File: src/sv/qte_pkg.sv
// ----------------------------------------------------------------------------
// qte_pkg
// shared types, constants and the arctangent table of the euler angle unit
// ----------------------------------------------------------------------------
package qte_pkg;

    localparam int VW        = 40;
    localparam int AW        = 34;
    localparam int TABLE_LEN = 30;
    localparam int RAD_W     = 61;
    localparam int ROOT_W    = 62;
    localparam int SQRT_LEN  = 31;

    localparam logic [1:0] LOCK_NONE = 2'd0;
    localparam logic [1:0] LOCK_POS  = 2'd1;
    localparam logic [1:0] LOCK_NEG  = 2'd2;

    localparam logic signed [34:0]   LOCK_LIMIT = 35'sd536763538;
    localparam logic signed [VW-1:0] ONE_Q30    = 40'sd1073741824;
    localparam logic signed [AW-1:0] NINETY_DEG = 34'sd1509949440;

    localparam logic signed [AW-1:0] ATAN_DEG24 [TABLE_LEN] = '{
        34'sd754974720, 34'sd445687602, 34'sd235489089, 34'sd119537938,
        34'sd60000934, 34'sd30029717, 34'sd15018523, 34'sd7509720,
        34'sd3754917, 34'sd1877466, 34'sd938734, 34'sd469367,
        34'sd234684, 34'sd117342, 34'sd58671, 34'sd29335,
        34'sd14668, 34'sd7334, 34'sd3667, 34'sd1833,
        34'sd917, 34'sd458, 34'sd229, 34'sd115,
        34'sd57, 34'sd29, 34'sd14, 34'sd7,
        34'sd4, 34'sd2
    };

    typedef struct packed {
        logic signed [VW-1:0] x;
        logic signed [VW-1:0] y;
        logic signed [AW-1:0] ang;
        logic                 zero;
    } vec_t;

endpackage

File: src/sv/qte_cordic_cell.sv
// ----------------------------------------------------------------------------
// qte_cordic_cell
// one vectoring cordic iteration with its angle accumulator
// ----------------------------------------------------------------------------
module qte_cordic_cell #(
    parameter int I = 0
) (
    input  logic          clk,
    input  logic          en,
    input  qte_pkg::vec_t vin,
    output qte_pkg::vec_t vout
);
    import qte_pkg::*;

    vec_t                 v_reg;
    vec_t                 v_next;
    logic signed [VW-1:0] dx;
    logic signed [VW-1:0] dy;

    always_comb
    begin
        dx     = vin.y >>> I;
        dy     = vin.x >>> I;
        v_next = vin;
        if (vin.y > 0)
        begin
            v_next.x   = vin.x + dx;
            v_next.y   = vin.y - dy;
            v_next.ang = vin.ang + ATAN_DEG24[I];
        end
        else
        begin
            v_next.x   = vin.x - dx;
            v_next.y   = vin.y + dy;
            v_next.ang = vin.ang - ATAN_DEG24[I];
        end
    end

    always_ff @(posedge clk)
    begin
        if (en)
        begin
            v_reg <= v_next;
        end
    end

    assign vout = v_reg;

endmodule

File: config.mk
export PLATFORM = sky130hd
export DESIGN_NAME = qte_cordic_cell
export DESIGN_NICKNAME = d
export VERILOG_FILES = /design/src/sv/qte_pkg.sv /design/src/sv/qte_cordic_cell.sv
export SDC_FILE = /design/constraint.sdc
export NUM_CORES = 1
export LEC_CHECK = 0
export BUFFER_PORTS_ARGS = -buffer_cell sky130_fd_sc_hd__buf_4
export CORE_MARGIN = 2
export CORE_UTILIZATION = 40
export DETAILED_ROUTE_END_ITERATION = 6
export SLEW_MARGIN = 20
export SYNTH_ARGS = -nofsm -noshare
export SYNTH_HDL_FRONTEND = slang
export SYNTH_SLANG_ARGS = --single-unit
File: constraint.sdc
create_clock -name clk -period 4.2 [get_ports clk]
set_input_delay 0.42 -clock clk [delete_from_list [all_inputs] [get_ports clk]]
set_output_delay 0.42 -clock clk [all_outputs]
set_load 0.005 [all_outputs]
==> results of run 1 <==
-- layer usage --
metal  GRT usage  vias to the layer above  wire [µm]
li1            -                     5231          -
met1       0.361                     5238      17500
met2       0.421                      566      17800
met3      0.0511                       66       3470
met4       0.105                        0       1240
met5           0                        -          0
-- kinds of logic (layout without fill, tap and decap cells) --
family / Yosys count / in the layout / synth area share
compound gates: 451 / 451 / 0.252
simple gates: 335 / 335 / 0.144
buf+inv: 187 / 429 / 0.0673
fa+ha+maj: 129 / 129 / 0.147
flops: 114 / 114 / 0.305
xor+xnor: 87 / 87 / 0.0680
mux: 18 / 18 / 0.0161
-- Yosys cell counts, types with 15 or more instances --
library cell,instances
a21o_1,23
a21oi_1,168
buf_1,15
clkbuf_1,24
edfxtp_1,114
ha_1,125
inv_1,127
mux2i_1,18
nand2_1,75
nand3_1,21
nand4_1,27
nor2_1,110
nor3_1,29
o21a_1,20
o21ai_0,86
o21bai_1,26
xnor2_1,77
-- worst max-delay path: cells and delay by family --
family | cells | cell delay (ns)
adder cells (fa/ha/maj) | 1 | 0.33
buffers and inverters | 2 | 0.25
XOR/XNOR | 1 | 0.09
AND/OR/NAND/NOR | 4 | 1.48
AO/OA/AOI/OAI | 6 | 1.04
-- through the flow --
step	power, µW	instances	setup slack [ns]	util
2_1_floorplan	2500	1321	0.440	-
3_3_place_gp	3250	1909	0.422	0.485
3_5_place_dp	3260	1909	0.336	0.485
4_1_cts	4870	1941	0.785	0.507
5_1_grt	5080	1941	0.469	0.507
6_report	4850	1941	0.770	0.507
-- final timing paths --
check	to	depth (start not counted)
worst min-delay path	vout[20]	1
worst max-delay path	vout[34]	14
-- layout make-up --
cell class / count / share of cell area
Sequential cell: 114 / 0.244
Inverter: 130 / 0.0347
Clock inverter: 15 / 0.0138
Multi-Input combinational cell: 1020 / 0.500
Timing Repair Buffer: 267 / 0.144
Tap cell: 378 / 0.0337
Clock buffer: 17 / 0.0303
-- power by group through the flow --
stage,logic [µW],registers [µW],clock network (µW)
floorplan,925,1570,0
global placement,1690,1560,0
detailed placement,1690,1560,0
CTS,1710,1540,1620
global route,1870,1560,1650
finish,1730,1540,1590
==> metrics, run 1 <==
critical path class in -> reg; Post-DP HPWL 31.7 mm; vias per cell 5.72; top cell type's share of synthesized area 0.305; share of layout cells above drive strength 1 0.205; post-synthesis sequential area ratio 0.305; std cell rows 61; # Post-CTS Setup Buffers 0; asr flop ratio synth 0; H-tree depth 4; Synth Instances 1,321; sw power 1680 µW; ant diodes 0; P_int 3180 µW; Final Critical Period 3.43 ns; max reg flops 114; combinational power share 0.356; antenna viol nets, final 0; die height 171 µm; Post-Route WL 40.0 mm; vias in the first global route 10,596; Crit-path slowest cell nor4_1; part of the power in registers 0.317; Die X 171 µm; DR pass1 iterations 6; synthesis-to-layout area growth 25.4%; LEAKAGE 0.00614 µW; Mapped Nets 1,567; Peak supply drop 0.000209 V; post-cts hold buffer count 0; Final Setup Violations 0; worst rel slew slack 0.422; Die ar. 29,400 µm²; RSZ-0062 raised after global routing no; sw frac 0.346; GRT Total Usage 0.267; fin crit share 0.817; hold path startpoint vin[20]; clock tree buffer depth 2; run status finished, final reports clean; WL per Instance 20.6 µm; Synth Flop Type edfxtp_1; Max-cap violations 0; crit-path cells buf_4 > nor4_1 > nand4_1 > nor3_1 > or2_2 > inv_2 > ha_1 > a21oi_1 > o21bai_1 > a21oi_1 > o21ai_0 > a21o_1 > a21oi_1 > xnor2_1; Max Transition Viols Final 0; commonest non-fill, non-tap cell in the layout buf_4; pin count of the biggest net entering global routing 74; root cell of the clock tree clkbuf_16; CP peak stage delay 0.49 ns; PostCTS Resize Cnt 0; Power Density 345 nW/µm²; CP Max Fanout 10; IO Count 232; Hold Violations, Final 0; Worst EP arrival 3.61 ns; worst slew pin tran 0.867 ns; Layout Nets 1,796; GP Congestion 1.00; total gr overflow 0; most frequent cells in the layout 266 x buf_4, 168 x a21oi_1, 127 x inv_1; Sequential Area 3420 µm²; core area 27,700 µm²; Avg Inst Size Synth 8.49 µm²; initial core utilization 0.405; Crit path top cell by count a21oi_1; Worst Path Required 4.38 ns; clock buffer count from CTS 17; Post-Syn Area 11,200 µm²; Synth Warn # 0; first-pass GRT wire length 59.5 mm; fmax 292 MHz; Yosys cell types 78; clock share of power 0.327; number of synthesized flops with an enable pin 114; Hold WC Path Type in -> reg; top post-synthesis cells by area edfxtp_1 31%, ha_1 14%, a21oi_1 7.5%; initial antenna violation count 0; FF+latch count, synth 114; Clock transition at path regs 0.06 ns; via total after detailed routing 11,101; CP Launch Point vin[41]; setup_tns 0 ns; CTS tree built; drt drc 0; initial DRC count 1,152; cell taking the most area after synthesis edfxtp_1; multi-input logic area 7030 µm²; Sink Count 114; startpoint types input port; fin area 14,100 µm²; Area after DPL 13,400 µm²; Port Buf Inserts 231; Critical Path End Type flop; hold slack 0.157 ns; fillers 2,721
(Power assumes the default switching activity.)
==> inputs of run 2 (changes only) <==
- clock period: 4.2 -> 3.4 ns (I/O delays scaled with it)
==> run 2 against run 1 <==
  * Largest cell class unchanged
  * Clock power increased by 13%
  * Global-route usage increased by 2.1 points
  * Sequential power increased by 23%
  * Highest routed layer is now met5
  * Power increased by 26%
  * Combinational power increased by 39%
  * Via count increased by 4.5%
==> metrics, run 2 (synthesis results as in run 1) <==
first-pass GRT wire length 64.1 mm (+7.8%); run status finished, final reports clean; worst rel slew slack 0.403 (-0.0188); DR pass1 iterations 5 (-1); sw frac 0.351 (+0.00531); die height 171 µm (unchanged); Max Transition Viols Final 0 (unchanged); clock buffer count from CTS 17 (unchanged); initial core utilization 0.405 (unchanged); Peak supply drop 0.000194 V (-7.1%); Max-cap violations 0 (unchanged); Layout Nets 1,953 (+8.7%); Area after DPL 14,600 µm² (+8.9%); vias per cell 5.53 (-3.3%); Post-Route WL 42.7 mm (+6.7%); LEAKAGE 0.00688 µW (+12%); root cell of the clock tree clkbuf_16; drt drc 0 (unchanged); post-cts hold buffer count 0 (unchanged); clock tree buffer depth 2 (unchanged); IO Count 232 (unchanged); fin area 15,200 µm² (+8.1%); pre-CTS setup slack -0.224 ns (-0.561 ns); P_int 3960 µW (+25%); Hold Violations, Final 0 (unchanged); std cell rows 61 (unchanged); Clock transition at path regs 0.06 ns (about the same); antenna viol nets, final 0 (unchanged); hold depth 1 (unchanged); Hold WC Path Type in -> reg; pin count of the biggest net entering global routing 70 (-5.4%); ant diodes 0 (unchanged); met3 wire length 3.22 mm (-7.1%); via total after detailed routing 11,605 (+4.5%); fin util 0.548 (+0.0409); part of the power in registers 0.311 (-0.006); PostCTS Resize Cnt 0 (unchanged); initial antenna violation count 2 (+2); Die ar. 29,400 µm² (unchanged); max reg flops 114 (unchanged); Sink Count 114 (unchanged); CP Max Fanout 55 (+45); vias in the first global route 11,251 (+6.2%); sw power 2140 µW (+28%); GP Congestion 0.985 (-1.9%); combinational power share 0.395 (+0.039); Final Setup Violations 0 (unchanged); Max Used Layer met5; core area 27,700 µm² (unchanged); commonest non-fill, non-tap cell in the layout buf_4; Critical Path End Type flop; startpoint types input port; worst slew pin tran 0.896 ns (+0.0283 ns); WL per Instance 20.4 µm (-1.3%); # Post-CTS Setup Buffers 0 (unchanged); clock share of power 0.295 (-0.032); CTS tree built; final worst slack 0.296 ns (-0.475 ns); Port Buf Inserts 231 (unchanged); Power Density 402 nW/µm² (+16%); total gr overflow 0 (unchanged); RSZ-0062 raised after global routing no; Die X 171 µm (unchanged); M1 wire length 19.2 mm (+9.4%); routed wire length on met2 19.3 mm (+8.3%); Worst Path Required 3.57 ns (-0.81 ns); critical path class in -> reg; H-tree depth 4 (unchanged); fmax 322 MHz; share of layout cells above drive strength 1 0.278 (+0.0725); Worst EP arrival 3.27 ns (-0.34 ns); fin crit share 0.913; initial DRC count 901 (-22%); most frequent cells in the layout 422 x buf_4, 168 x a21oi_1, 127 x inv_1; Final Critical Period 3.10 ns; GRT Total Usage 0.288 (+0.0212); Post-DP HPWL 34.7 mm (+9.3%); synthesis-to-layout area growth 35.5%
[run 2: cell count changes in the layout (fill, tap and decap cells not counted)]
cell       change
inv_6          -7
buf_12         +1
clkinv_2       +4
buf_4        +156
clkinv_4       +5
bufinv_16      -2
[run 2: worst max-delay path: stages]
cell	delay (ns)
buf_4	0.11
nor4_1	0.41
buf_4	0.20
nand4_1	0.18
nor3_1	0.34
or2_2	0.23
buf_4	0.58
nor3b_1	0.13
a21oi_1	0.33
o21ai_0	0.17
xnor2_1	0.20
[run 2: final cells by class]
class                      instances  area, µm²
clock buffer                      17        425
clock inverter                    15        136
fill                            2664      12500
inverter                         130        488
multi-input combinational       1020       7030
sequential                       114       3420
tap                              378        473
timing repair buffer             424       3210
[run 2: power by group through the flow]
stage               clock [µW]  combinational, µW  sequential, µW
floorplan                    0               1140            1940
global placement             0               2370            1930
detailed placement           0               2370            1930
CTS                       1820               2390            1900
global route              1870               2600            1920
finish                    1800               2410            1900
[run 2: path summary, 6_finish.rpt]
check,startpoint,endpoint,slack (ns)
worst min-delay path,vin[24],vout[24],0.07
worst max-delay path,vin[66],vout[64],0.30
[run 2: stage by stage]
stage / setup TNS (ns) / hold slack (ns) / total power, µW / cells
3_5_place_dp: -1.05 / 0.519 / 4300 / 2066
6_report: 0 / 0.0740 / 6100 / 2098
3_3_place_gp: -0.642 / 0.519 / 4300 / 2066
4_1_cts: 0 / 0.0648 / 6110 / 2098
2_1_floorplan: 0 / 0.439 / 3090 / 1321
5_1_grt: 0 / 0.0648 / 6390 / 2098
[run 2: per-layer routing]
metal  GRT usage  up-vias
met5           0        -
met4      0.0906        4
met3      0.0582       65
met2       0.461      506
met1       0.391     5490
li1            -     5540
==> inputs of run 3 (changes only) <==
- CORE_ASPECT_RATIO: not set -> 0.75
- CTS_CLUSTER_SIZE: not set -> 8
==> run 3 against run 2 <==
  * Critical path depth rose by 2
  * Setup slack got worse by 0.033 ns
  * Sequential share of layout area is 0.15 points lower
  * Power down 0.15%
  * First-iteration DRC count is 48% higher
  * Clock-buffer cell count is the same
  * Non-clock buffer count rose by 20
  * Routed wire length rose by 2.3%
  * Worst hold slack better by 0.0021 ns
  * Clock power down 3%
==> metrics, run 3 (synthesis results as in run 1) <==
run status finished, final reports clean; most frequent cells in the layout 443 x buf_4, 168 x a21oi_1, 127 x inv_1; Die X 197 µm (+15%); Peak supply drop 0.000319 V (+64%); Hold WC Path Type in -> reg; Sequential Area 3420 µm² (unchanged); Non-Filler Instances 2,097 (-0.048%); worst slew pin tran 0.899 ns (+0.00291 ns); vias per cell 5.66 (+2.3%); worst rel slew slack 0.401 (-0.00194); Final Setup Violations 0 (unchanged); Final Critical Period 3.14 ns (+0.0325 ns); initial DRC count 1,329 (+48%); fin area 15,300 µm² (+0.69%); final worst slack 0.263 ns (-0.0325 ns); CP Max Fanout 4 (-93%); Clock transition at path regs 0.06 ns (about the same); pin count of the biggest net entering global routing 70 (unchanged); worst hold endpoint vout[9]; pre-CTS setup slack -0.142 ns (+0.0822 ns); critical path class in -> reg; Worst Path Required 3.59 ns (+0.02 ns); initial core utilization 0.403 (-0.00117); Max-cap violations 0 (unchanged); fmax 319 MHz (-1.0%); drt drc 0 (unchanged); Sink Count 114 (unchanged); die height 149 µm (-13%); Post-DP HPWL 35.5 mm (+2.4%); startpoint types input port; hold depth 1 (unchanged); hold path startpoint vin[9]; share of layout cells above drive strength 1 0.286 (+0.00830); GRT Total Usage 0.294 (+0.00624); RSZ-0062 raised after global routing no; CTS tree built; std cell rows 53 (-13%); post-cts hold buffer count 0 (unchanged); Post-Route WL 43.7 mm (+2.3%); Critical Path End Type flop; DR pass1 iterations 5 (unchanged); via total after detailed routing 11,872 (+2.3%); initial antenna violation count 2 (unchanged); fin crit share 0.923 (+0.00957); fillers 2,592 (-2.7%); setup_tns 0 ns (unchanged); Hold Violations, Final 0 (unchanged); Area after DPL 14,700 µm² (+0.76%); Layout Nets 1,973 (+1.0%); clock buffer count from CTS 17 (unchanged); first-pass GRT wire length 65.4 mm (+1.9%); antenna viol nets, final 0 (unchanged); LEAKAGE 0.00695 µW (+1.1%); Port Buf Inserts 231 (unchanged); max reg flops 114 (unchanged); synthesis-to-layout area growth 36.4%; H-tree depth 4 (unchanged); total gr overflow 0 (unchanged); root cell of the clock tree clkbuf_16; placed cell count 2,065 (-0.048%); Max Transition Viols Final 0 (unchanged); Die ar. 29,400 µm² (about the same); WL per Instance 20.8 µm (+2.3%); ant diodes 0 (unchanged); vias in the first global route 11,064 (-1.7%); multi-input logic area 7040 µm² (about the same); Worst EP arrival 3.32 ns (+0.05 ns); clock tree buffer depth 2 (unchanged); total power 6100 µW (-0.15%); Power Density 399 nW/µm² (-0.83%); IO Count 232 (unchanged); GP Congestion 0.955 (-3.1%); commonest non-fill, non-tap cell in the layout buf_4; core area 27,800 µm² (+0.29%)
==> run 3: area by class of cell <==
class | instances | area share
clock buffer | 17 | 0.0278
clock inverter | 15 | 0.00818
inverter | 130 | 0.0319
multi-input combinational | 1020 | 0.460
sequential | 114 | 0.224
tap | 357 | 0.0292
timing repair buffer | 444 | 0.219
==> run 3: worst max path at each step <==
stage,to,start,cells after the start
floorplan,vout[34],vin[73],16
global placement,vout[34],vin[58],15
detailed placement,vout[34],vin[58],15
CTS,vout[34],vin[58],15
global route,vout[69],vin[45],13
finish,vout[108],vin[36],13
==> run 3: stage by stage <==
step | util | hold slack, ns
2_1_floorplan | - | 0.439
3_3_place_gp | 0.530 | 0.518
3_5_place_dp | 0.530 | 0.519
4_1_cts | 0.550 | 0.0604
5_1_grt | 0.550 | 0.0599
6_report | 0.550 | 0.0761
==> run 3: metal layers <==
layer	global-route usage	vias to the layer above	routed length, µm
met5	0	-	0
met4	0.0820	0	959
met3	0.0699	72	4270
met2	0.415	601	17700
met1	0.443	5620	20800
li1	-	5579	-
==> run 3: power by group <==
| part | leakage (µW) | total, µW | internal (µW) | switching, µW |
|---|---|---|---|---|
| clock network | 0.000255 | 1740 | 951 | 788 |
| logic | 0.00558 | 2460 | 1140 | 1320 |
| registers | 0.00112 | 1900 | 1830 | 64.2 |
| total | 0.00695 | 6100 | 3920 | 2170 |
==> run 3: critical path: stages <==
cell and delay (ns):
buf_4 0.11, buf_4 0.13, inv_1 0.05, ha_1 0.30, nor2b_1 0.17, o221ai_1 0.25
o21ai_1 0.44, a221oi_1 0.24, and2_4 0.24, o41a_1 0.48, o41ai_4 0.27, mux2i_1 0.15
xnor2_1 0.16
==> run 3: timing repair <==
item / in CTS / in global routing
endpoints found under the setup margin: 0 / 1
gates resized for setup: 0 / 1
buffers inserted: 0 / 0
