$ cat config.mk
export PLATFORM = sky130hd
export DESIGN_NAME = qte_sqrt_cell
export DESIGN_NICKNAME = d
export VERILOG_FILES = /design/src/sv/qte_pkg.sv /design/src/sv/qte_sqrt_cell.sv
export SDC_FILE = /design/constraint.sdc
export NUM_CORES = 1
export LEC_CHECK = 0
export BUFFER_PORTS_ARGS = -buffer_cell sky130_fd_sc_hd__buf_2
export CORE_ASPECT_RATIO = 0.7
export CORE_MARGIN = 5
export CORE_UTILIZATION = 35
export CTS_CLUSTER_SIZE = 28
export DETAILED_ROUTE_END_ITERATION = 7
export HOLD_SLACK_MARGIN = 0.02
export SYNTH_ARGS = -nofsm -noshare
export SYNTH_HDL_FRONTEND = slang
export SYNTH_SLANG_ARGS = --single-unit
$ cat constraint.sdc
create_clock -name clk -period 6.7 [get_ports clk]
set_clock_uncertainty 0.05 [all_clocks]
set_input_delay 1.34 -clock clk [delete_from_list [all_inputs] [get_ports clk]]
set_output_delay 1.34 -clock clk [all_outputs]
set_load 0.02 [all_outputs]
$ cat src/sv/qte_pkg.sv
// ----------------------------------------------------------------------------
// qte_pkg
// shared types, constants and the arctangent table of the euler angle unit
// ----------------------------------------------------------------------------
package qte_pkg;

    localparam int VW        = 40;
    localparam int AW        = 34;
    localparam int TABLE_LEN = 30;
    localparam int RAD_W     = 61;
    localparam int ROOT_W    = 62;
    localparam int SQRT_LEN  = 31;

    localparam logic [1:0] LOCK_NONE = 2'd0;
    localparam logic [1:0] LOCK_POS  = 2'd1;
    localparam logic [1:0] LOCK_NEG  = 2'd2;

    localparam logic signed [34:0]   LOCK_LIMIT = 35'sd536763538;
    localparam logic signed [VW-1:0] ONE_Q30    = 40'sd1073741824;
    localparam logic signed [AW-1:0] NINETY_DEG = 34'sd1509949440;

    localparam logic signed [AW-1:0] ATAN_DEG24 [TABLE_LEN] = '{
        34'sd754974720, 34'sd445687602, 34'sd235489089, 34'sd119537938,
        34'sd60000934, 34'sd30029717, 34'sd15018523, 34'sd7509720,
        34'sd3754917, 34'sd1877466, 34'sd938734, 34'sd469367,
        34'sd234684, 34'sd117342, 34'sd58671, 34'sd29335,
        34'sd14668, 34'sd7334, 34'sd3667, 34'sd1833,
        34'sd917, 34'sd458, 34'sd229, 34'sd115,
        34'sd57, 34'sd29, 34'sd14, 34'sd7,
        34'sd4, 34'sd2
    };

    typedef struct packed {
        logic signed [VW-1:0] x;
        logic signed [VW-1:0] y;
        logic signed [AW-1:0] ang;
        logic                 zero;
    } vec_t;

endpackage

$ cat src/sv/qte_sqrt_cell.sv
// ----------------------------------------------------------------------------
// qte_sqrt_cell
// one digit of a pipelined integer square root
// ----------------------------------------------------------------------------
module qte_sqrt_cell #(
    parameter int K = 0
) (
    input  logic                        clk,
    input  logic                        en,
    input  logic [qte_pkg::RAD_W-1:0]   rem_in,
    input  logic [qte_pkg::ROOT_W-1:0]  root_in,
    output logic [qte_pkg::RAD_W-1:0]   rem_out,
    output logic [qte_pkg::ROOT_W-1:0]  root_out
);
    import qte_pkg::*;

    localparam logic [ROOT_W-1:0] BIT = ROOT_W'(1) << (2 * K);

    logic [RAD_W-1:0]  rem_reg;
    logic [RAD_W-1:0]  rem_next;
    logic [ROOT_W-1:0] root_reg;
    logic [ROOT_W-1:0] root_next;
    logic [ROOT_W-1:0] trial;
    logic              fits;

    always_comb
    begin
        trial = root_in + BIT;
        fits  = {1'b0, rem_in} >= trial;
        if (fits)
        begin
            rem_next  = rem_in - trial[RAD_W-1:0];
            root_next = (root_in >> 1) + BIT;
        end
        else
        begin
            rem_next  = rem_in;
            root_next = root_in >> 1;
        end
    end

    always_ff @(posedge clk)
    begin
        if (en)
        begin
            rem_reg  <= rem_next;
            root_reg <= root_next;
        end
    end

    assign rem_out  = rem_reg;
    assign root_out = root_reg;

endmodule

==> impl_metrics.py, run 1 <==
metrics = {
    "detailed_routing": {
        "ant_nets": 0,
        "drt-vias-per-instance": 5.59,
        "drt_iter0_markers": 1080,
        "drcViolationCount": 0,
        "vias": 10720,
        "drt_pre_antenna_iters": 7,
        "post_drt_wl_per_cell_um": 22.4,
        "drt_wl_total_um": 42900,
    },
    "power": {
        "p_per_area_mw_per_mm2": 211,
        "ir_drop_v": 0.000153,
        "leakagePower_nw": 5.33,
    },
    "floorplanning": {
        "num_rows": 53,
        "pin_count": 248,
        "die_area_mm2": 0.0343,
        "initial_core_util_pct": 35.6,
        "die_h_um": 156,
        "design.core.area_mm2": 0.0301,
        "die_x_um": 219,
    },
    "global_routing": {
        "grt_first_pass_wirelength_um": 62300,
        "track_usage_pct": 24.1,
        "grt_max_degree": 58,
        "antenna_found_initial": 10,
        "grt.overflow.total": 0,
        "grt_pass1_vias": 10116,
    },
    "worst_setup_path": {
        "cp-end-kind": "register",
        "start_kind": "input port",
        "critical_path_class": "input port to register",
        "crit_slowest_cell": "a21o_4",
        "cp_top_family": "simple AND/OR/NAND/NOR gates",
        "crit_buf_inv": 2,
        "path_depth": 20,
        "startpoint": "root_in[1]",
        "arrival_ns": 6.40,
        "path_cells": "buf_2 > ha_1 > nand2_1 > nor4_2 > nand4_1 > nor4_1 > and2b_1 > nand2b_1 > nor4_1 > nand2_1 > xor2_1 > ha_1 > and3_1 > and3_1 > a211oi_1 > o21a_1 > a21o_4 > buf_4 > nor3_1 > xor2_1",
        "cp.required_ns": 6.82,
        "timing.critical_path.to": "root_out[7]",
        "crit_fanout": 30,
        "max_stage_delay_ns": 0.42,
    },
    "placement": {
        "place_area_mm2": 0.0125,
        "io_buffers": 247,
        "dp_hpwl_um": 34500,
        "gp_congestion": 1.00,
    },
    "logic_synthesis": {
        "synthTopCellsByArea": "edfxtp_1 34%, xnor2_1 7.6%, ha_1 7.3%",
        "synth_seq_cells": 123,
        "seq_area_frac_synth_pct": 34.4,
        "synth_edf_count": 123,
        "syn_area_mm2": 0.0107,
        "synthArstFlopShare_pct": 0,
        "synth_top_area_share_pct": 34.4,
        "synth.avg_cell_area_um2": 8.60,
        "netlist_instances": 1247,
        "synth_largest_area_cell": "edfxtp_1",
        "synth_common_cells": "166 x nand2_1, 123 x edfxtp_1, 93 x xnor2_1, 89 x o21ai_0, 86 x nor2_1",
        "yosysMostFrequentCell": "nand2_1",
        "yosys_warnings": 0,
        "ys.flop_type": "edfxtp_1",
        "synth_cell_types": 69,
        "syn_nets": 1436,
    },
    "timing": {
        "fin_crit_ns": 6.27,
        "fin_tns_setup_ns": 0,
        "slew_violations": 0,
        "slew_headroom_pct": 30.4,
        "clock.fmax_ghz": 0.159,
        "hold_viol": 0,
        "finalSetupViolCount": 0,
        "final.period_utilization_pct": 93.6,
        "rsz0062_at_grt": "no",
        "tightest_slew_ns": 1.04,
    },
    "cells_and_area": {
        "nets": 1674,
        "final_cell_area_mm2": 0.0131,
        "layout-drive-gt1-share_pct": 22.4,
        "fillers": 3082,
        "area_growth_pct": 22.4,
    },
    "clocking": {
        "cts_tree": "yes",
        "cts.sinks": 123,
        "cts_root_buf": "clkbuf_16",
        "cts_hold_buf": 0,
        "clock_path_buffers": 2,
        "path_clk_slew_ns": 0.07,
        "h-tree-depth": 4,
        "cts-resized-gates": 0,
        "post-cts-setup-buffers": 0,
        "cts_buffers": 17,
    },
    "job": {
        "cap_violations": 0,
    },
    "min_path": {
        "min_path_type": "input port to register",
    },
    "run_status": {
        "status": "complete, no violations",
    },
}
## routing by layer
metal	up-vias	global-route usage [%]	share of wire (%)
li1	5064	-	-
met1	5082	36.9	48
met2	525	33.4	40
met3	41	6.13	10
met4	8	6.46	1.8
met5	-	0	0.14
## registers in the layout, indices dropped and copies added, names as in the netlist
register / flops
root_out: 62
rem_out: 61
## where the power goes
group	internal [W]	total, W	switching (W)	leakage, nW
Clock	0.000549	0.000950	0.000401	0.280
Sequential	0.000939	0.000965	0.0000256	1.20
Combinational	0.000301	0.000860	0.000558	3.84
## cells by family after synthesis
family	after synthesis	synth area share, %
simple gates	486	22.1
compound gates	299	17.8
xor+xnor	172	14.0
flops	123	34.4
buf+inv	103	4.07
fa+ha+maj	64	7.53
## per-stage QoR
step	hold slack (ns)	worst slack, ns	utilization, %	power [W]	std cells
2_1_floorplan	1.40	0.321	-	0.00150	1247
3_3_place_gp	1.59	0.311	41.6	0.00182	1878
3_5_place_dp	1.60	0.191	41.6	0.00182	1878
4_1_cts	1.14	0.598	43.5	0.00278	1910
5_1_grt	1.14	0.153	43.6	0.00290	1916
6_report	1.15	0.427	43.6	0.00277	1917
## worst min path at each step
stage / from / end / slack, ns / cells after the start
5_1_grt: rem_in[15] / rem_out[15] / 1.14 / 3
4_1_cts: rem_in[15] / rem_out[15] / 1.14 / 3
3_5_place_dp: rem_in[15] / rem_out[15] / 1.60 / 3
3_3_place_gp: rem_in[0] / rem_out[0] / 1.59 / 3
2_1_floorplan: en / rem_out[0] / 1.40 / 0
6_report: rem_in[13] / rem_out[13] / 1.15 / 3
## layout by cell type (no fill, tap or decap), drive strengths merged, types with 36 or more instances in the layout
cell type	count
nand4	42
xnor2	93
nand3	54
nor2	86
inv	36
o21ai	90
edfxtp	123
nand2	166
a21oi	68
buf	289
xor2	79
ha	63
## final cells by class
cell class	instances	area [µm²]	area share (%)
antenna	7	17.5	0.133
clock buffer	18	429	3.27
clock inverter	14	146	1.12
inverter	33	124	0.944
multi-input combinational	1021	6610	50.3
sequential	123	3690	28.1
tap	412	515	3.93
timing repair buffer	289	1590	12.1
Note: power is estimated with default switching activity, not from simulation.
==> run 2, diff against run 1 <==
Settings changed: ABC_AREA from default to 1.
==> impl_metrics.py, run 2 <==
metrics = {
    "run_status": {
        "status": "complete, no violations",
    },
    "min_path": {
        "min_path_type": "input port to register",
    },
    "floorplanning": {
        "die_h_um": 172,
        "num_rows": 59,
        "die_area_mm2": 0.0415,
        "design.core.area_mm2": 0.0371,
        "pin_count": 248,
        "die_x_um": 241,
        "initial_core_util_pct": 35.4,
    },
    "logic_synthesis": {
        "synth_seq_cells": 123,
        "syn_area_mm2": 0.0131,
        "synth_common_cells": "778 x nand2_1, 266 x inv_1, 203 x nor2_1, 199 x nand3_1, 123 x edfxtp_1",
        "syn_nets": 2271,
        "synth_largest_area_cell": "edfxtp_1",
        "synth.avg_cell_area_um2": 6.30,
        "seq_area_frac_synth_pct": 28.2,
        "synthTopCellsByArea": "edfxtp_1 28%, nand2_1 22%, inv_1 7.6%",
        "synthArstFlopShare_pct": 0,
        "ys.flop_type": "edfxtp_1",
        "synth_cell_types": 35,
        "synth_top_area_share_pct": 28.2,
        "synth_edf_count": 123,
        "yosysMostFrequentCell": "nand2_1",
        "netlist_instances": 2082,
        "yosys_warnings": 0,
    },
    "global_routing": {
        "grt.overflow.total": 0,
        "grt_first_pass_wirelength_um": 84300,
        "track_usage_pct": 27.4,
        "grt_pass1_vias": 13608,
        "antenna_found_initial": 3,
        "grt_max_degree": 76,
    },
    "timing": {
        "hold_viol": 0,
        "slew_headroom_pct": 40.8,
        "fin_tns_setup_ns": 0,
        "final.period_utilization_pct": 90.8,
        "slew_violations": 0,
        "finalSetupViolCount": 0,
        "rsz0062_at_grt": "no",
        "fin_crit_ns": 6.08,
        "whs_ns": 1.15,
        "tightest_slew_ns": 0.888,
        "clock.fmax_ghz": 0.164,
    },
    "worst_setup_path": {
        "crit_fanout": 66,
        "critical_path_class": "input port to register",
        "arrival_ns": 6.36,
        "start_kind": "input port",
        "cp-end-kind": "register",
        "cp.required_ns": 6.98,
    },
    "clocking": {
        "cts_tree": "yes",
        "cts_hold_buf": 0,
        "cts_buffers": 17,
        "path_clk_slew_ns": 0.07,
        "h-tree-depth": 4,
        "post-cts-setup-buffers": 0,
        "clock_path_buffers": 2,
        "cts-resized-gates": 0,
        "cts_root_buf": "clkbuf_16",
        "cts.sinks": 123,
    },
    "power": {
        "ir_drop_v": 0.000167,
        "p_per_area_mw_per_mm2": 198,
        "clock_power_share_pct": 31.9,
        "power.net_switching_w": 0.00124,
        "seq_power_share_pct": 32.3,
        "switching_share_pct": 40.6,
        "leakagePower_nw": 7.81,
        "internal_power_w": 0.00181,
        "pwr-share-comb_pct": 35.9,
    },
    "placement": {
        "gp_congestion": 0.953,
        "io_buffers": 247,
        "dp_hpwl_um": 49100,
    },
    "cells_and_area": {
        "largest_register_ffs": 62,
        "final_common_cell": "nand2_1",
        "diodes": 0,
        "multi_input_area_mm2": 0.00806,
        "area_growth_pct": 17.3,
        "nets": 2490,
        "final_cell_mix": "778 x nand2_1, 266 x inv_1, 246 x buf_2, 203 x nor2_1, 199 x nand3_1",
        "layout-drive-gt1-share_pct": 13.5,
        "fillers": 4059,
        "regArea_mm2": 0.00369,
    },
    "detailed_routing": {
        "vias": 14375,
        "drt_wl_total_um": 58000,
        "drt-vias-per-instance": 5.13,
        "drt_iter0_markers": 1309,
        "drt_pre_antenna_iters": 5,
        "post_drt_wl_per_cell_um": 20.7,
        "ant_nets": 0,
        "drcViolationCount": 0,
    },
    "job": {
        "cap_violations": 0,
    },
}
==> run 2: power groups by stage <==
stage | Sequential (W) | Combinational, W | Clock, W
floorplan | 0.00111 | 0.000562 | 0
global route | 0.000990 | 0.00120 | 0.00102
CTS | 0.000984 | 0.00108 | 0.000988
finish | 0.000982 | 0.00109 | 0.000969
detailed placement | 0.00100 | 0.00108 | 0
global placement | 0.000999 | 0.00108 | 0
==> run 2: per-stage QoR <==
stage	area [µm²]	total power (W)	setup slack, ns	utilization [%]	cells
finish	15400	0.00304	0.619	41.5	2802
global route	15400	0.00321	0.485	41.5	2802
CTS	15400	0.00305	0.820	41.5	2802
detailed placement	14800	0.00208	0.363	39.9	2770
global placement	14800	0.00207	0.361	39.9	2770
floorplan	13100	0.00167	2.00	-	2082
==> run 2: layout make-up <==
| class | count | share of cell area, % |
|---|---|---|
| Sequential cell | 123 | 24.0 |
| Timing Repair Buffer | 265 | 9.26 |
| Clock buffer | 17 | 2.77 |
| Tap cell | 488 | 3.97 |
| Clock inverter | 15 | 0.984 |
| Inverter | 271 | 6.62 |
| Multi-Input combinational cell | 1623 | 52.4 |
==> run 2: cell families (layout without fill, tap and decap cells) <==
kind of cell,count (synthesis),count (layout),synth area share (%)
muxes,14,14,1.07
adders and majority gates,64,64,6.16
DFF,123,123,28.2
and+or+nand+nor,1276,1276,40.0
xor gates and xnor gates,126,126,8.42
AOI/OAI and AO/OA,143,143,5.70
buffers and inverters,336,568,10.5
==> run 2: worst paths after layout <==
check / from / to / cells past startpoint
min: rem_in[0] / rem_out[0] / 3
max: root_in[1] / root_out[48] / 27
==> run 2: worst max-delay path: stages <==
cell and delay (ns):
buf_2 0.21, ha_1 0.26, nand2_1 0.07, nor2_1 0.25
inv_1 0.12, nor2_2 0.26, nand2_1 0.17, nor2_1 0.28
nand2_1 0.22, nor2_1 0.19, xor2_1 0.65, ha_1 0.36
nand2_1 0.14, nor2_1 0.25, nand2_1 0.16, nor2_1 0.15
nand2_1 0.06, o21ai_1 0.15, nand2_1 0.06, nand2_1 0.05
nand2_1 0.04, nand2_1 0.09, clkinv_2 0.12, nand2_4 0.10
buf_12 0.26, nand2_1 0.17, nand2_1 0.10
==> run 2: per-layer routing <==
| metal | routed length (µm) | GRT usage, % |
|---|---|---|
| met1 | 27600 | 39.8 |
| met2 | 24800 | 41.6 |
| met3 | 4450 | 5.80 |
| met4 | 1230 | 6.67 |
| met5 | 22 | 0 |
==> run 3, diff against run 2 <==
Clock period 6.7 ns to 6.8 ns, I/O delays scaled along.
==> impl_metrics.py, run 3 (synthesis results as in run 2) <==
metrics = {
    "power": {
        "switching_share_pct": 39.8,
        "power.net_switching_w": 0.00119,
        "seq_power_share_pct": 32.3,
        "clock_power_share_pct": 31.9,
        "leakagePower_nw": 7.78,
        "ir_drop_v": 0.000165,
        "p_per_area_mw_per_mm2": 195,
        "internal_power_w": 0.00181,
        "p_total_w": 0.00300,
        "pwr-share-comb_pct": 35.8,
    },
    "cells_and_area": {
        "final_cell_mix": "778 x nand2_1, 266 x inv_1, 246 x buf_2, 203 x nor2_1, 199 x nand3_1",
        "layout-drive-gt1-share_pct": 13.2,
        "final_common_cell": "nand2_1",
        "final_cell_area_mm2": 0.0153,
        "diodes": 0,
        "area_growth_pct": 17.0,
        "largest_register_ffs": 62,
        "nets": 2485,
    },
    "clocking": {
        "cts.sinks": 123,
        "cts_buffers": 17,
        "cts_root_buf": "clkbuf_16",
        "cts_tree": "yes",
        "h-tree-depth": 4,
        "path_clk_slew_ns": 0.07,
        "post-cts-setup-buffers": 0,
        "cts_hold_buf": 0,
        "clock_path_buffers": 2,
        "cts-resized-gates": 0,
    },
    "timing": {
        "whs_ns": 1.17,
        "clock.fmax_ghz": 0.163,
        "final.period_utilization_pct": 90.5,
        "slew_violations": 0,
        "hold_viol": 0,
        "tightest_slew_ns": 0.930,
        "fin_tns_setup_ns": 0,
        "fin_ws_ns": 0.649,
        "finalSetupViolCount": 0,
        "rsz0062_at_grt": "no",
        "fin_crit_ns": 6.15,
        "slew_headroom_pct": 38.0,
    },
    "worst_setup_path": {
        "arrival_ns": 6.29,
        "crit_fanout": 123,
        "max_stage_delay_ns": 0.53,
        "crit_top_cell": "nand2_1",
        "crit_buf_inv": 4,
        "start_kind": "input port",
        "crit_slowest_cell": "xor2_1",
        "startpoint": "root_in[0]",
        "cp.required_ns": 6.94,
        "cp_top_family": "simple AND/OR/NAND/NOR gates",
        "cp-end-kind": "register",
        "critical_path_class": "input port to register",
    },
    "detailed_routing": {
        "drt_wl_total_um": 57800,
        "drcViolationCount": 0,
        "ant_nets": 0,
        "drt_iter0_markers": 1486,
        "drt-vias-per-instance": 5.21,
        "vias": 14568,
        "post_drt_wl_per_cell_um": 20.7,
        "drt_pre_antenna_iters": 6,
    },
    "floorplanning": {
        "die_x_um": 241,
        "die_h_um": 172,
        "initial_core_util_pct": 35.4,
        "num_rows": 59,
        "die_area_mm2": 0.0415,
        "design.core.area_mm2": 0.0371,
        "pin_count": 248,
    },
    "placement": {
        "post-place-ws_ns": 0.305,
        "gp_congestion": 1.00,
        "place_area_mm2": 0.0148,
        "dp_hpwl_um": 48300,
        "io_buffers": 247,
    },
    "run_status": {
        "status": "complete, no violations",
    },
    "min_path": {
        "min_path_type": "input port to register",
        "hp-start": "rem_in[0]",
    },
    "global_routing": {
        "grt_max_degree": 124,
        "grt_first_pass_wirelength_um": 84300,
        "grt.overflow.total": 0,
        "grt_pass1_vias": 13660,
        "antenna_found_initial": 0,
        "track_usage_pct": 27.2,
    },
    "job": {
        "cap_violations": 0,
    },
}
-- run 3: cell count changes in the layout (fill, tap and decap cells not counted) --
cell	before	now
buf_4	15	10
bufinv_16	1	2
clkbuf_1	0	2
clkinv_2	2	3
clkinv_4	2	4
clkinvlp_4	2	3
inv_6	7	2
inv_8	2	0
-- run 3: path summary, 6_finish.rpt --
path	end	cells past startpoint
setup / recovery	rem_out[47]	26
hold / removal	rem_out[0]	3
-- run 3: power by group through the flow --
stage / combinational, W / clock, W / sequential [W]
final: 0.00107 / 0.000955 / 0.000968
after global routing: 0.00118 / 0.00100 / 0.000975
after CTS: 0.00106 / 0.000962 / 0.000970
after detailed placement: 0.00106 / 0 / 0.000985
after global placement: 0.00106 / 0 / 0.000984
after floorplan: 0.000554 / 0 / 0.00109
-- run 3: tightest hold or removal path: cells and delay by family --
kind | cells | cell delay [ns]
buf+inv | 1 | 0.10
simple gates | 2 | 0.13
-- run 3: per-layer routing --
layer	GRT usage, %	part of all wire (%)
met1	40.2	47
met2	42.4	43
met3	4.37	7.9
met4	5.34	1.5
met5	0	0
-- run 3: area by class of cell --
cell class / count / area [µm²]
Clock buffer: 19 / 433
Clock inverter: 13 / 145
Fill cell: 4128 / 21700
Inverter: 271 / 1020
Multi-Input combinational cell: 1623 / 8060
Sequential cell: 123 / 3690
Tap cell: 488 / 611
Timing Repair Buffer: 260 / 1390
-- run 3: through the flow --
step / instances / util [%]
6_report: 2797 / 41.4
5_1_grt: 2797 / 41.4
4_1_cts: 2797 / 41.4
3_5_place_dp: 2765 / 39.8
3_3_place_gp: 2765 / 39.8
2_1_floorplan: 2082 / -
